## config.mk

```make
export PLATFORM = sky130hd
export DESIGN_NAME = hsv_hue_band_pixel_recolor_core
export DESIGN_NICKNAME = d
export VERILOG_FILES = /design/src/design/hbr_pkg.sv /design/src/design/hbr_classify.sv /design/src/design/hbr_band.sv /design/src/design/hbr_convert.sv /design/src/design/hsv_hue_band_pixel_recolor_core.sv
export SDC_FILE = /design/constraint.sdc
export NUM_CORES = 2
export LEC_CHECK = 0
export ABC_AREA = 1
export BUFFER_PORTS_ARGS = -buffer_cell sky130_fd_sc_hd__buf_2
export CAP_MARGIN = 10
export CELL_PAD_IN_SITES_DETAIL_PLACEMENT = 1
export CELL_PAD_IN_SITES_GLOBAL_PLACEMENT = 1
export CORE_MARGIN = 1
export CORE_UTILIZATION = 50
export CTS_CLUSTER_SIZE = 12
export DETAILED_ROUTE_END_ITERATION = 6
export PLACE_DENSITY_LB_ADDON = 0.1
export SYNTH_ARGS = -nofsm -noshare
export SYNTH_HDL_FRONTEND = slang
export SYNTH_SLANG_ARGS = --single-unit
```

## constraint.sdc

```tcl
create_clock -name clk -period 8.6 [get_ports clk]
set_input_delay 0.43 -clock clk [delete_from_list [all_inputs] [get_ports clk]]
set_output_delay 0.43 -clock clk [all_outputs]
set_load 0.02 [all_outputs]
```

## src/design/hbr_pkg.sv

```systemverilog
// shared types and constants for the hue-band pixel recolor pipeline
// band table, sector codes, register indexes; no dependencies
package hbr_pkg;

  localparam int unsigned NUM_BANDS = 7;
  localparam int unsigned BAND_W    = 3;

  // register indexes on the configuration port (word address)
  localparam logic [1:0] REG_LOW_SAT     = 2'd0;
  localparam logic [1:0] REG_BLUE_LIFT   = 2'd1;
  localparam logic [1:0] REG_BLUE_MARGIN = 2'd2;

  typedef enum logic [1:0] {
    MAX_RED,
    MAX_GREEN,
    MAX_BLUE
  } max_sel_t;

  // which channels carry full, x and m for the target hue
  typedef enum logic [1:0] {
    SECT_RG,  // r = full, g = x, b = m
    SECT_GB,  // r = m, g = full, b = x
    SECT_RB   // r = full, g = m, b = x
  } sector_t;

  typedef struct packed {
    logic [7:0] red;
    logic [7:0] green;
    logic [7:0] blue;
    logic       changed;
  } pix_t;

  typedef struct packed {
    logic [6:0] low_sat_percent;
    logic [7:0] blue_lift;
    logic [7:0] blue_margin;
  } cfg_t;

  // open degree bands and their target coefficients
  localparam int unsigned BAND_LO [NUM_BANDS] = '{0, 330, 30, 50, 80, 180, 260};
  localparam int unsigned BAND_HI [NUM_BANDS] = '{30, 360, 50, 80, 180, 260, 330};
  localparam int unsigned BAND_XF [NUM_BANDS] = '{5, 5, 22, 43, 30, 40, 50};
  localparam int unsigned BAND_SV [NUM_BANDS] = '{3600, 3600, 4100, 4250, 2600, 2520, 2625};
  localparam int unsigned BAND_VM [NUM_BANDS] = '{80, 80, 82, 85, 65, 72, 75};
  localparam sector_t BAND_SECTOR [NUM_BANDS] =
    '{SECT_RB, SECT_RB, SECT_RG, SECT_RG, SECT_GB, SECT_GB, SECT_RB};

endpackage

```

## src/design/hbr_classify.sv

```systemverilog
// front two pipeline stages: min/max, gray path, saturation test and hue numerator
// depends on hbr_pkg
module hbr_classify import hbr_pkg::*; (
  input  logic        clk,
  input  logic        rst,
  input  cfg_t        cfg,
  input  logic        in_valid,
  output logic        in_stall,
  input  logic [7:0]  red_in,
  input  logic [7:0]  green_in,
  input  logic [7:0]  blue_in,
  input  logic [7:0]  alpha_in,
  output logic        out_valid,
  input  logic        out_stall,
  output pix_t        out_pix,
  output logic        out_hue,
  output logic [7:0]  out_mx,
  output logic [7:0]  out_d,
  output logic [16:0] out_h60
);

  // stage 1 registers
  logic       s1_valid;
  pix_t       s1_pix;
  logic [7:0] s1_mx;
  logic [7:0] s1_d;
  max_sel_t   s1_sel;
  logic       s1_transp;
  logic       s1_tint;
  logic [7:0] s1_avg;
  logic [7:0] s1_nb;

  // stage 2 registers
  logic        s2_valid;
  pix_t        s2_pix;
  logic        s2_hue;
  logic [7:0]  s2_mx;
  logic [7:0]  s2_d;
  logic [16:0] s2_h60;

  logic s1_ready;
  logic s2_ready;

  // stage 1 logic
  logic [7:0] mx_next;
  logic [7:0] mn_next;
  max_sel_t   sel_next;
  logic [7:0] mrg;
  logic [8:0] sum_rg;
  logic [8:0] nb_sum;
  logic       tint_next;

  // stage 2 logic
  logic [14:0] d100;
  logic [14:0] pct_mx;
  logic        low;
  logic [10:0] n;
  logic [10:0] d2;
  logic [10:0] d4;
  logic [10:0] d6;
  pix_t        pix_next;
  logic        hue_next;

  assign s2_ready = !s2_valid || !out_stall;
  assign s1_ready = !s1_valid || s2_ready;
  assign in_stall = !s1_ready;

  always_comb begin
    if (red_in > green_in) begin
      mx_next  = (red_in > blue_in) ? red_in : blue_in;
    end else begin
      mx_next  = (green_in > blue_in) ? green_in : blue_in;
    end
    if (red_in < green_in) begin
      mn_next = (red_in < blue_in) ? red_in : blue_in;
    end else begin
      mn_next = (green_in < blue_in) ? green_in : blue_in;
    end
    // red wins ties, then green
    if (mx_next == red_in) begin
      sel_next = MAX_RED;
    end else if (mx_next == green_in) begin
      sel_next = MAX_GREEN;
    end else begin
      sel_next = MAX_BLUE;
    end
    mrg       = (red_in < green_in) ? red_in : green_in;
    sum_rg    = {1'b0, red_in} + {1'b0, green_in};
    nb_sum    = {1'b0, sum_rg[8:1]} + {1'b0, cfg.blue_lift};
    tint_next = (blue_in > red_in) && (blue_in > green_in) &&
                ((blue_in - mrg) > cfg.blue_margin);
  end

  always_ff @(posedge clk) begin
    if (rst) begin
      s1_valid <= 1'b0;
    end else if (s1_ready) begin
      s1_valid <= in_valid;
    end
  end

  always_ff @(posedge clk) begin
    if (s1_ready && in_valid) begin
      s1_pix    <= '{red: red_in, green: green_in, blue: blue_in, changed: 1'b0};
      s1_mx     <= mx_next;
      s1_d      <= mx_next - mn_next;
      s1_sel    <= sel_next;
      s1_transp <= (alpha_in == 8'd0);
      s1_tint   <= tint_next;
      s1_avg    <= sum_rg[8:1];
      s1_nb     <= nb_sum[8] ? 8'd255 : nb_sum[7:0];
    end
  end

  assign d100   = 15'(s1_d) * 15'd100;
  assign pct_mx = 15'(cfg.low_sat_percent) * 15'(s1_mx);
  assign d2     = {2'b00, s1_d, 1'b0};
  assign d4     = {1'b0, s1_d, 2'b00};
  assign d6     = d2 + d4;

  always_comb begin
    low = (s1_mx == 8'd0) ? (cfg.low_sat_percent != 7'd0) : (d100 < pct_mx);

    case (s1_sel)
      MAX_RED: begin
        if (s1_pix.green >= s1_pix.blue) begin
          n = {3'b000, s1_pix.green - s1_pix.blue};
        end else begin
          n = d6 - {3'b000, s1_pix.blue - s1_pix.green};
        end
      end
      MAX_GREEN: n = {3'b000, s1_pix.blue} + d2 - {3'b000, s1_pix.red};
      MAX_BLUE:  n = {3'b000, s1_pix.red} + d4 - {3'b000, s1_pix.green};
      default:   n = '0;
    endcase

    pix_next = s1_pix;
    hue_next = 1'b0;
    if (!s1_transp) begin
      if (low) begin
        if (s1_tint && (s1_pix.red != s1_avg || s1_pix.green != s1_avg ||
                        s1_pix.blue != s1_nb)) begin
          pix_next = '{red: s1_avg, green: s1_avg, blue: s1_nb, changed: 1'b1};
        end
      end else if (s1_d != 8'd0) begin
        hue_next = 1'b1;
      end
    end
  end

  always_ff @(posedge clk) begin
    if (rst) begin
      s2_valid <= 1'b0;
    end else if (s2_ready) begin
      s2_valid <= s1_valid;
    end
  end

  always_ff @(posedge clk) begin
    if (s2_ready && s1_valid) begin
      s2_pix <= pix_next;
      s2_hue <= hue_next;
      s2_mx  <= s1_mx;
      s2_d   <= s1_d;
      s2_h60 <= 17'(n) * 17'd60;
    end
  end

  assign out_valid = s2_valid;
  assign out_pix   = s2_pix;
  assign out_hue   = s2_hue;
  assign out_mx    = s2_mx;
  assign out_d     = s2_d;
  assign out_h60   = s2_h60;

  // hue path only for a colored, untouched pixel
  a_hue_has_spread: assert property (@(posedge clk) disable iff (rst)
    s2_valid && s2_hue |-> (s2_d != 8'd0) && !s2_pix.changed)
    else $error("hue path taken with zero spread or rewritten pixel");

endmodule

```

## src/design/hbr_band.sv

```systemverilog
// middle two pipeline stages: band match on the hue, then coefficient products
// depends on hbr_pkg
module hbr_band import hbr_pkg::*; #(
  parameter int unsigned F = 16
) (
  input  logic          clk,
  input  logic          rst,
  input  logic          in_valid,
  output logic          in_stall,
  input  pix_t          in_pix,
  input  logic          in_hue,
  input  logic [7:0]    in_mx,
  input  logic [7:0]    in_d,
  input  logic [16:0]   in_h60,
  output logic          out_valid,
  input  logic          out_stall,
  output pix_t          out_pix,
  output logic          out_hit,
  output sector_t       out_sector,
  output logic [F+7:0]  out_full,
  output logic [F+7:0]  out_c,
  output logic [F+7:0]  out_dx
);

  localparam int unsigned NUM_SLOTS = 2 ** BAND_W;

  function automatic logic [F-1:0] q_vm(int unsigned i);
    logic [63:0] num;
    if (i >= NUM_BANDS) begin
      return '0;
    end
    num = 64'(BAND_VM[i]) << F;
    return F'((num + 64'd50) / 64'd100);
  endfunction

  function automatic logic [F-1:0] q_sv(int unsigned i);
    logic [63:0] num;
    if (i >= NUM_BANDS) begin
      return '0;
    end
    num = 64'(BAND_SV[i]) << F;
    return F'((num + 64'd5000) / 64'd10000);
  endfunction

  function automatic logic [F-1:0] q_svx(int unsigned i);
    logic [63:0] num;
    if (i >= NUM_BANDS) begin
      return '0;
    end
    num = 64'(BAND_SV[i] * BAND_XF[i]) << F;
    return F'((num + 64'd300000) / 64'd600000);
  endfunction

  localparam logic [F-1:0] VM_Q [NUM_SLOTS] =
    '{q_vm(0), q_vm(1), q_vm(2), q_vm(3), q_vm(4), q_vm(5), q_vm(6), q_vm(7)};
  localparam logic [F-1:0] SV_Q [NUM_SLOTS] =
    '{q_sv(0), q_sv(1), q_sv(2), q_sv(3), q_sv(4), q_sv(5), q_sv(6), q_sv(7)};
  localparam logic [F-1:0] SVX_Q [NUM_SLOTS] =
    '{q_svx(0), q_svx(1), q_svx(2), q_svx(3), q_svx(4), q_svx(5), q_svx(6), q_svx(7)};

  // stage 3 registers
  logic              s3_valid;
  pix_t              s3_pix;
  logic              s3_hit;
  logic [BAND_W-1:0] s3_band;
  sector_t           s3_sector;
  logic [7:0]        s3_mx;
  logic [7:0]        s3_d;

  // stage 4 registers
  logic         s4_valid;
  pix_t         s4_pix;
  logic         s4_hit;
  sector_t      s4_sector;
  logic [F+7:0] s4_full;
  logic [F+7:0] s4_c;
  logic [F+7:0] s4_dx;

  logic s3_ready;
  logic s4_ready;

  logic [16:0]       lo_t [NUM_BANDS];
  logic [16:0]       hi_t [NUM_BANDS];
  logic              hit_next;
  logic [BAND_W-1:0] band_next;
  sector_t           sector_next;

  assign s4_ready = !s4_valid || !out_stall;
  assign s3_ready = !s3_valid || s4_ready;
  assign in_stall = !s3_ready;

  // bands are open and disjoint, so at most one matches
  always_comb begin
    hit_next    = 1'b0;
    band_next   = '0;
    sector_next = SECT_RG;
    for (int i = 0; i < NUM_BANDS; i++) begin
      lo_t[i] = 17'(in_d) * 17'(BAND_LO[i]);
      hi_t[i] = 17'(in_d) * 17'(BAND_HI[i]);
      if (in_hue && (lo_t[i] < in_h60) && (in_h60 < hi_t[i])) begin
        hit_next    = 1'b1;
        band_next   = BAND_W'(i);
        sector_next = BAND_SECTOR[i];
      end
    end
  end

  always_ff @(posedge clk) begin
    if (rst) begin
      s3_valid <= 1'b0;
    end else if (s3_ready) begin
      s3_valid <= in_valid;
    end
  end

  always_ff @(posedge clk) begin
    if (s3_ready && in_valid) begin
      s3_pix    <= in_pix;
      s3_hit    <= hit_next;
      s3_band   <= band_next;
      s3_sector <= sector_next;
      s3_mx     <= in_mx;
      s3_d      <= in_d;
    end
  end

  always_ff @(posedge clk) begin
    if (rst) begin
      s4_valid <= 1'b0;
    end else if (s4_ready) begin
      s4_valid <= s3_valid;
    end
  end

  always_ff @(posedge clk) begin
    if (s4_ready && s3_valid) begin
      s4_pix    <= s3_pix;
      s4_hit    <= s3_hit;
      s4_sector <= s3_sector;
      s4_full   <= (F+8)'(s3_mx) * (F+8)'(VM_Q[s3_band]);
      s4_c      <= (F+8)'(s3_d) * (F+8)'(SV_Q[s3_band]);
      s4_dx     <= (F+8)'(s3_d) * (F+8)'(SVX_Q[s3_band]);
    end
  end

  assign out_valid  = s4_valid;
  assign out_pix    = s4_pix;
  assign out_hit    = s4_hit;
  assign out_sector = s4_sector;
  assign out_full   = s4_full;
  assign out_c      = s4_c;
  assign out_dx     = s4_dx;

  // a band match means nonzero max, so the value product is nonzero
  a_hit_has_value: assert property (@(posedge clk) disable iff (rst)
    s4_valid && s4_hit |-> (s4_full != '0) && !s4_pix.changed)
    else $error("band match with zero value product");

endmodule

```

## src/design/hbr_convert.sv

```systemverilog
// last pipeline stage and output register: m and x terms, rounding, channel placement
// depends on hbr_pkg
module hbr_convert import hbr_pkg::*; #(
  parameter int unsigned F = 16
) (
  input  logic         clk,
  input  logic         rst,
  input  logic         in_valid,
  output logic         in_stall,
  input  pix_t         in_pix,
  input  logic         in_hit,
  input  sector_t      in_sector,
  input  logic [F+7:0] in_full,
  input  logic [F+7:0] in_c,
  input  logic [F+7:0] in_dx,
  output logic         out_valid,
  input  logic         out_stall,
  output pix_t         out_pix
);

  // round half up from Q.F, saturate at 255
  function automatic logic [7:0] to_byte(logic [F+8:0] v);
    logic [F+9:0] s;
    s = {1'b0, v} + ((F+10)'(1) << (F-1));
    return (s[F+9:F] > 10'd255) ? 8'd255 : s[F+7:F];
  endfunction

  logic         s5_valid;
  pix_t         s5_pix;
  logic         s5_ready;

  logic [F+7:0] m;
  logic [F+8:0] xm;
  logic [7:0]   fb;
  logic [7:0]   mb;
  logic [7:0]   xb;
  pix_t         pix_next;

  assign s5_ready = !s5_valid || !out_stall;
  assign in_stall = !s5_ready;

  always_comb begin
    m  = (in_full > in_c) ? (in_full - in_c) : '0;
    xm = {1'b0, m} + {1'b0, in_dx};
    fb = to_byte({1'b0, in_full});
    mb = to_byte({1'b0, m});
    xb = to_byte(xm);
    if (in_hit) begin
      case (in_sector)
        SECT_RG: pix_next = '{red: fb, green: xb, blue: mb, changed: 1'b1};
        SECT_GB: pix_next = '{red: mb, green: fb, blue: xb, changed: 1'b1};
        default: pix_next = '{red: fb, green: mb, blue: xb, changed: 1'b1};
      endcase
    end else begin
      pix_next = in_pix;
    end
  end

  always_ff @(posedge clk) begin
    if (rst) begin
      s5_valid <= 1'b0;
    end else if (s5_ready) begin
      s5_valid <= in_valid;
    end
  end

  always_ff @(posedge clk) begin
    if (s5_ready && in_valid) begin
      s5_pix <= pix_next;
    end
  end

  assign out_valid = s5_valid;
  assign out_pix   = s5_pix;

endmodule

```

## src/design/hsv_hue_band_pixel_recolor_core.sv

```systemverilog
// top level of the hue-band pixel recolor: configuration registers and pipeline
// depends on hbr_pkg, hbr_classify, hbr_band, hbr_convert
//
// Usage:
//   Pixels enter on pixel_valid/pixel_stall with red_in, green_in, blue_in and
//   alpha_in; recolored pixels leave on result_valid/result_stall with
//   red_out, green_out, blue_out and changed. A transaction completes at a
//   rising edge where valid is high and stall is low.
//   The pipeline has five register stages (extremes, hue and saturation,
//   band match, coefficient multiply, rounding and output); a pixel's
//   result is offered once it reaches the output register. One pixel is
//   taken per clock while result_stall is low; the rate is set by the
//   combinational stage handshake.
//   Each stage advances on its own when its successor has room, so bubbles
//   close up and a pixel is still accepted while a result waits downstream.
//   When result_stall stays high, the stages fill and pixel_stall rises once
//   all five hold data; nothing is dropped or repeated.
//   Synchronous reset empties the pipeline and loads the register defaults (low_sat_percent 15,
//   blue_lift 4, blue_margin 1). Registers sit at byte addresses 0, 4 and 8 on the APB port;
//   the user must see that they are written only while idle, as the block does not enforce it.
module hsv_hue_band_pixel_recolor_core import hbr_pkg::*; #(
  parameter int unsigned COEF_FRAC_BITS = 16
) (
  input  logic        clk,
  input  logic        rst,
  // configuration
  input  logic        psel,
  input  logic        penable,
  input  logic        pwrite,
  input  logic [3:0]  paddr,
  input  logic [31:0] pwdata,
  output logic [31:0] prdata,
  output logic        pready,
  // pixel input
  input  logic        pixel_valid,
  output logic        pixel_stall,
  input  logic [7:0]  red_in,
  input  logic [7:0]  green_in,
  input  logic [7:0]  blue_in,
  input  logic [7:0]  alpha_in,
  // result output
  output logic        result_valid,
  input  logic        result_stall,
  output logic [7:0]  red_out,
  output logic [7:0]  green_out,
  output logic [7:0]  blue_out,
  output logic        changed
);

  cfg_t cfg;
  logic cfg_write;

  logic        cls_valid;
  logic        cls_stall;
  pix_t        cls_pix;
  logic        cls_hue;
  logic [7:0]  cls_mx;
  logic [7:0]  cls_d;
  logic [16:0] cls_h60;

  logic                      band_valid;
  logic                      band_stall;
  pix_t                      band_pix;
  logic                      band_hit;
  sector_t                   band_sector;
  logic [COEF_FRAC_BITS+7:0] band_full;
  logic [COEF_FRAC_BITS+7:0] band_c;
  logic [COEF_FRAC_BITS+7:0] band_dx;

  pix_t res_pix;

  assign pready    = 1'b1;
  assign cfg_write = psel && penable && pwrite;

  always_ff @(posedge clk) begin
    if (rst) begin
      cfg.low_sat_percent <= 7'd15;
      cfg.blue_lift       <= 8'd4;
      cfg.blue_margin     <= 8'd1;
    end else if (cfg_write) begin
      unique case (paddr[3:2])
        REG_LOW_SAT:     cfg.low_sat_percent <= pwdata[6:0];
        REG_BLUE_LIFT:   cfg.blue_lift       <= pwdata[7:0];
        REG_BLUE_MARGIN: cfg.blue_margin     <= pwdata[7:0];
        default: ;
      endcase
    end
  end

  always_comb begin
    unique case (paddr[3:2])
      REG_LOW_SAT:     prdata = {25'd0, cfg.low_sat_percent};
      REG_BLUE_LIFT:   prdata = {24'd0, cfg.blue_lift};
      REG_BLUE_MARGIN: prdata = {24'd0, cfg.blue_margin};
      default:         prdata = '0;
    endcase
  end

  hbr_classify u_classify (
    .clk       (clk),
    .rst       (rst),
    .cfg       (cfg),
    .in_valid  (pixel_valid),
    .in_stall  (pixel_stall),
    .red_in    (red_in),
    .green_in  (green_in),
    .blue_in   (blue_in),
    .alpha_in  (alpha_in),
    .out_valid (cls_valid),
    .out_stall (cls_stall),
    .out_pix   (cls_pix),
    .out_hue   (cls_hue),
    .out_mx    (cls_mx),
    .out_d     (cls_d),
    .out_h60   (cls_h60)
  );

  hbr_band #(.F(COEF_FRAC_BITS)) u_band (
    .clk        (clk),
    .rst        (rst),
    .in_valid   (cls_valid),
    .in_stall   (cls_stall),
    .in_pix     (cls_pix),
    .in_hue     (cls_hue),
    .in_mx      (cls_mx),
    .in_d       (cls_d),
    .in_h60     (cls_h60),
    .out_valid  (band_valid),
    .out_stall  (band_stall),
    .out_pix    (band_pix),
    .out_hit    (band_hit),
    .out_sector (band_sector),
    .out_full   (band_full),
    .out_c      (band_c),
    .out_dx     (band_dx)
  );

  hbr_convert #(.F(COEF_FRAC_BITS)) u_convert (
    .clk       (clk),
    .rst       (rst),
    .in_valid  (band_valid),
    .in_stall  (band_stall),
    .in_pix    (band_pix),
    .in_hit    (band_hit),
    .in_sector (band_sector),
    .in_full   (band_full),
    .in_c      (band_c),
    .in_dx     (band_dx),
    .out_valid (result_valid),
    .out_stall (result_stall),
    .out_pix   (res_pix)
  );

  assign red_out   = res_pix.red;
  assign green_out = res_pix.green;
  assign blue_out  = res_pix.blue;
  assign changed   = res_pix.changed;

  // input backpressure only comes from a full pipeline behind a stalled output
  a_stall_source: assert property (@(posedge clk) disable iff (rst)
    pixel_stall |-> result_valid && result_stall)
    else $error("input stalled without output backpressure");

  a_reset_empties: assert property (@(posedge clk)
    !rst && $past(rst) |-> !result_valid && !pixel_stall)
    else $error("pipeline not empty after reset");

endmodule

```

==> flow_metrics.py <==
metrics = {
    "cts": {
        "cts_buffers": 39,
        "root_buffer": "clkbuf_16",
        "cts.clk_slew.worst_paths_ps": 60,
        "cts_hold_buf": 0,
        "cts.sinks": 317,
        "post_cts_buffers": 0,
        "clk_latency_ps": 600,
        "cts_max_level": 2,
        "cts_resized": 0,
        "cts_tree": "built",
        "cts_buffer_depth": 3,
    },
    "yosys": {
        "synth-edff-count": 289,
        "synth_ff_type": "edfxtp_1",
        "async_flop_share": 0,
        "synth_area_sq_mm": 0.0398,
        "syn_avg_cell_area_sq_um": 8.54,
        "synthTopCellsByArea": "edfxtp_1 (22%), ha_1 (19%), fa_1 (18%)",
        "synthCells": 4666,
        "ys_ff_latch": 317,
        "synth_top_area_cell": "edfxtp_1",
        "synth_cell_types": 62,
        "yosys_warnings": 0,
        "synth_seq_area_share": 0.232,
        "synth_top_cell_area_share": 0.218,
    },
    "run_status": {
        "status": "finished clean",
    },
    "finish": {
        "nets": 5782,
        "final_cell_mix": "inv_1 (931), nand2_1 (783), ha_1 (616)",
        "finish.instance_area_sq_mm": 0.0427,
        "final_common_cell": "inv_1",
        "syn_to_final_growth_pct": 7.22,
        "drive_gt1_frac": 0.0499,
        "n_antenna_cell": 0,
    },
    "routing": {
        "vias": 31600,
        "wirelength_um": 116000,
        "post_drt_wl_per_cell_um": 20.0,
        "via_per_inst": 5.43,
        "drt_iter0_drc": 1587,
        "drc": 0,
        "dr.pass1.iters": 5,
        "drtAntennaViolNets": 0,
    },
    "setup_path": {
        "cp-end-kind": "register",
        "slowest_stage": "fa_1",
        "worst_setup_path_start_kind": "register",
        "crit_type": "register to register",
        "critPathMostFrequentCell": "a21oi_1",
        "max_stage_delay_ps": 550,
        "path_max_fanout": 6,
        "critPathArrivalTime_ps": 7220,
        "worst-endpoint-required_ps": 8940,
    },
    "global_route": {
        "grt_max_degree": 80,
        "grt_pass1_wl_um": 186000,
        "track_usage": 0.292,
        "grt_antenna_before_repair": 0,
        "overflow": 0,
        "grt_pass1_vias": 34200,
    },
    "placement": {
        "io_buffers": 83,
        "place.gp.congestion": 0.927,
        "place_area_sq_mm": 0.0414,
        "dpl.hpwl_um": 96700,
    },
    "floorplanning": {
        "rows": 103,
        "die-width_um": 284,
        "coreArea_sq_mm": 0.0789,
        "start_util": 0.505,
        "die-area_sq_mm": 0.0808,
        "ios": 135,
        "die_y_um": 284,
    },
    "min_path": {
        "hold_class": "input port to register",
    },
    "timing": {
        "hold_viol": 0,
        "fmax_mhz": 145,
        "setup_tns_ps": 0,
        "grt_setup_unrepaired": "no",
        "timing.final.max_slew_violations": 0,
        "maxSlewHeadroom": 0.264,
        "setup_viol": 0,
        "fin_crit_sh": 0.801,
        "fin_crit_ps": 6890,
        "fin_skew_ps": 31.9,
        "timing_worst_slew_pin_value_ps": 1100,
    },
    "run": {
        "maxCapViolations": 0,
    },
}
==> synthesized netlist by cell type, types with 4 or more instances <==
| library cell | number |
|---|---|
| inv_1 | 933 |
| nand2_1 | 783 |
| ha_1 | 616 |
| nor2_1 | 369 |
| fa_1 | 353 |
| a21oi_1 | 322 |
| edfxtp_1 | 289 |
| o21ai_0 | 186 |
| xor2_1 | 150 |
| nand3_1 | 114 |
| xnor2_1 | 82 |
| clkbuf_1 | 59 |
| nand4_1 | 43 |
| o211ai_1 | 31 |
| nor3_1 | 29 |
| dfxtp_1 | 28 |
| o21bai_1 | 28 |
| buf_4 | 26 |
| o21ai_1 | 22 |
| or2_2 | 19 |
| nand2_2 | 18 |
| nor4_1 | 16 |
| a211oi_1 | 12 |
| a31oi_1 | 11 |
| o21a_1 | 11 |
| o221ai_1 | 10 |
| a21o_1 | 9 |
| nand3b_1 | 9 |
| nor2_2 | 9 |
| buf_2 | 7 |
| inv_2 | 7 |
| and2_1 | 6 |
| a21boi_0 | 4 |
| clkinv_1 | 4 |
| nor2_4 | 4 |
| o31ai_1 | 4 |
==> critical path: cells and delay by family (launching register included) <==
family / cells / cell delay (ps)
simple gates: 7 / 810
xor+xnor: 2 / 340
buf+inv: 6 / 380
compound gates: 12 / 1950
flops: 1 / 520
fa+ha+maj: 6 / 2640
==> stage by stage <==
step | cells | hold slack (ps) | worst slack (ps) | util
detailed placement | 5747 | 408 | 1710 | 0.524
global route | 5816 | 107 | 1120 | 0.542
CTS | 5816 | 82.2 | 1670 | 0.542
global placement | 5747 | 401 | 1850 | 0.524
floorplan | 4689 | 400 | 2470 | -
finish | 5816 | 111 | 1710 | 0.542
==> area by class of cell <==
cell class              instances  area, sq um
repair buffers                102          558
fillers                      9516        36200
flip-flops and latches        317         9240
multi-input cells            3332        26700
inverters                     946         3560
clock inverters                18          284
clock buffers                  51         1070
well taps                    1050         1310
==> final timing paths <==
path	startpoint	end	slack, ps	cells after the start
worst max-delay path	u_classify.s1_pix[3]	u_classify.out_h60[16]	1710	33
worst max register to register	u_classify.s1_pix[3]	u_classify.out_h60[16]	1710	33
worst min-delay path	pwdata[0]	cfg[0]	110	3
worst min register to register	u_band.s3_pix[17]	u_band.out_pix[17]	420	0
==> layer usage <==
metal	global-route usage	part of all wire	vias up
met5	0	0	-
met2	0.521	0.50	576
li1	-	-	15100
met3	0.0214	0.030	206
met4	0.137	0.051	0
met1	0.357	0.42	15600
==> sequential cells by signal, indices dropped and copies added, names as in the netlist, 15 cells and up <==
register            count
u_band.out_dx          24
u_band.s3_pix          25
u_band.out_c           24
u_classify.out_h60     15
u_band.out_pix         25
u_classify.s1_pix      24
u_convert.out_pix      25
cfg                    23
u_classify.out_pix     25
u_band.out_full        24
==> logic make-up (layout without fill, tap and decap cells) <==
logic type      count (synthesis)  after routing  synth area share
buf+inv                      1040           1117             0.101
fa+ha+maj                     969            969             0.371
other cells                     2             25          0.000189
xor+xnor                      232            232            0.0510
flops                         317            317             0.232
compound gates                671            671            0.0938
simple gates                 1435           1435             0.151
Power is left out: the tool's default activity adds up to more than one toggle a clock period on the data nets, which glitch-free logic cannot reach.
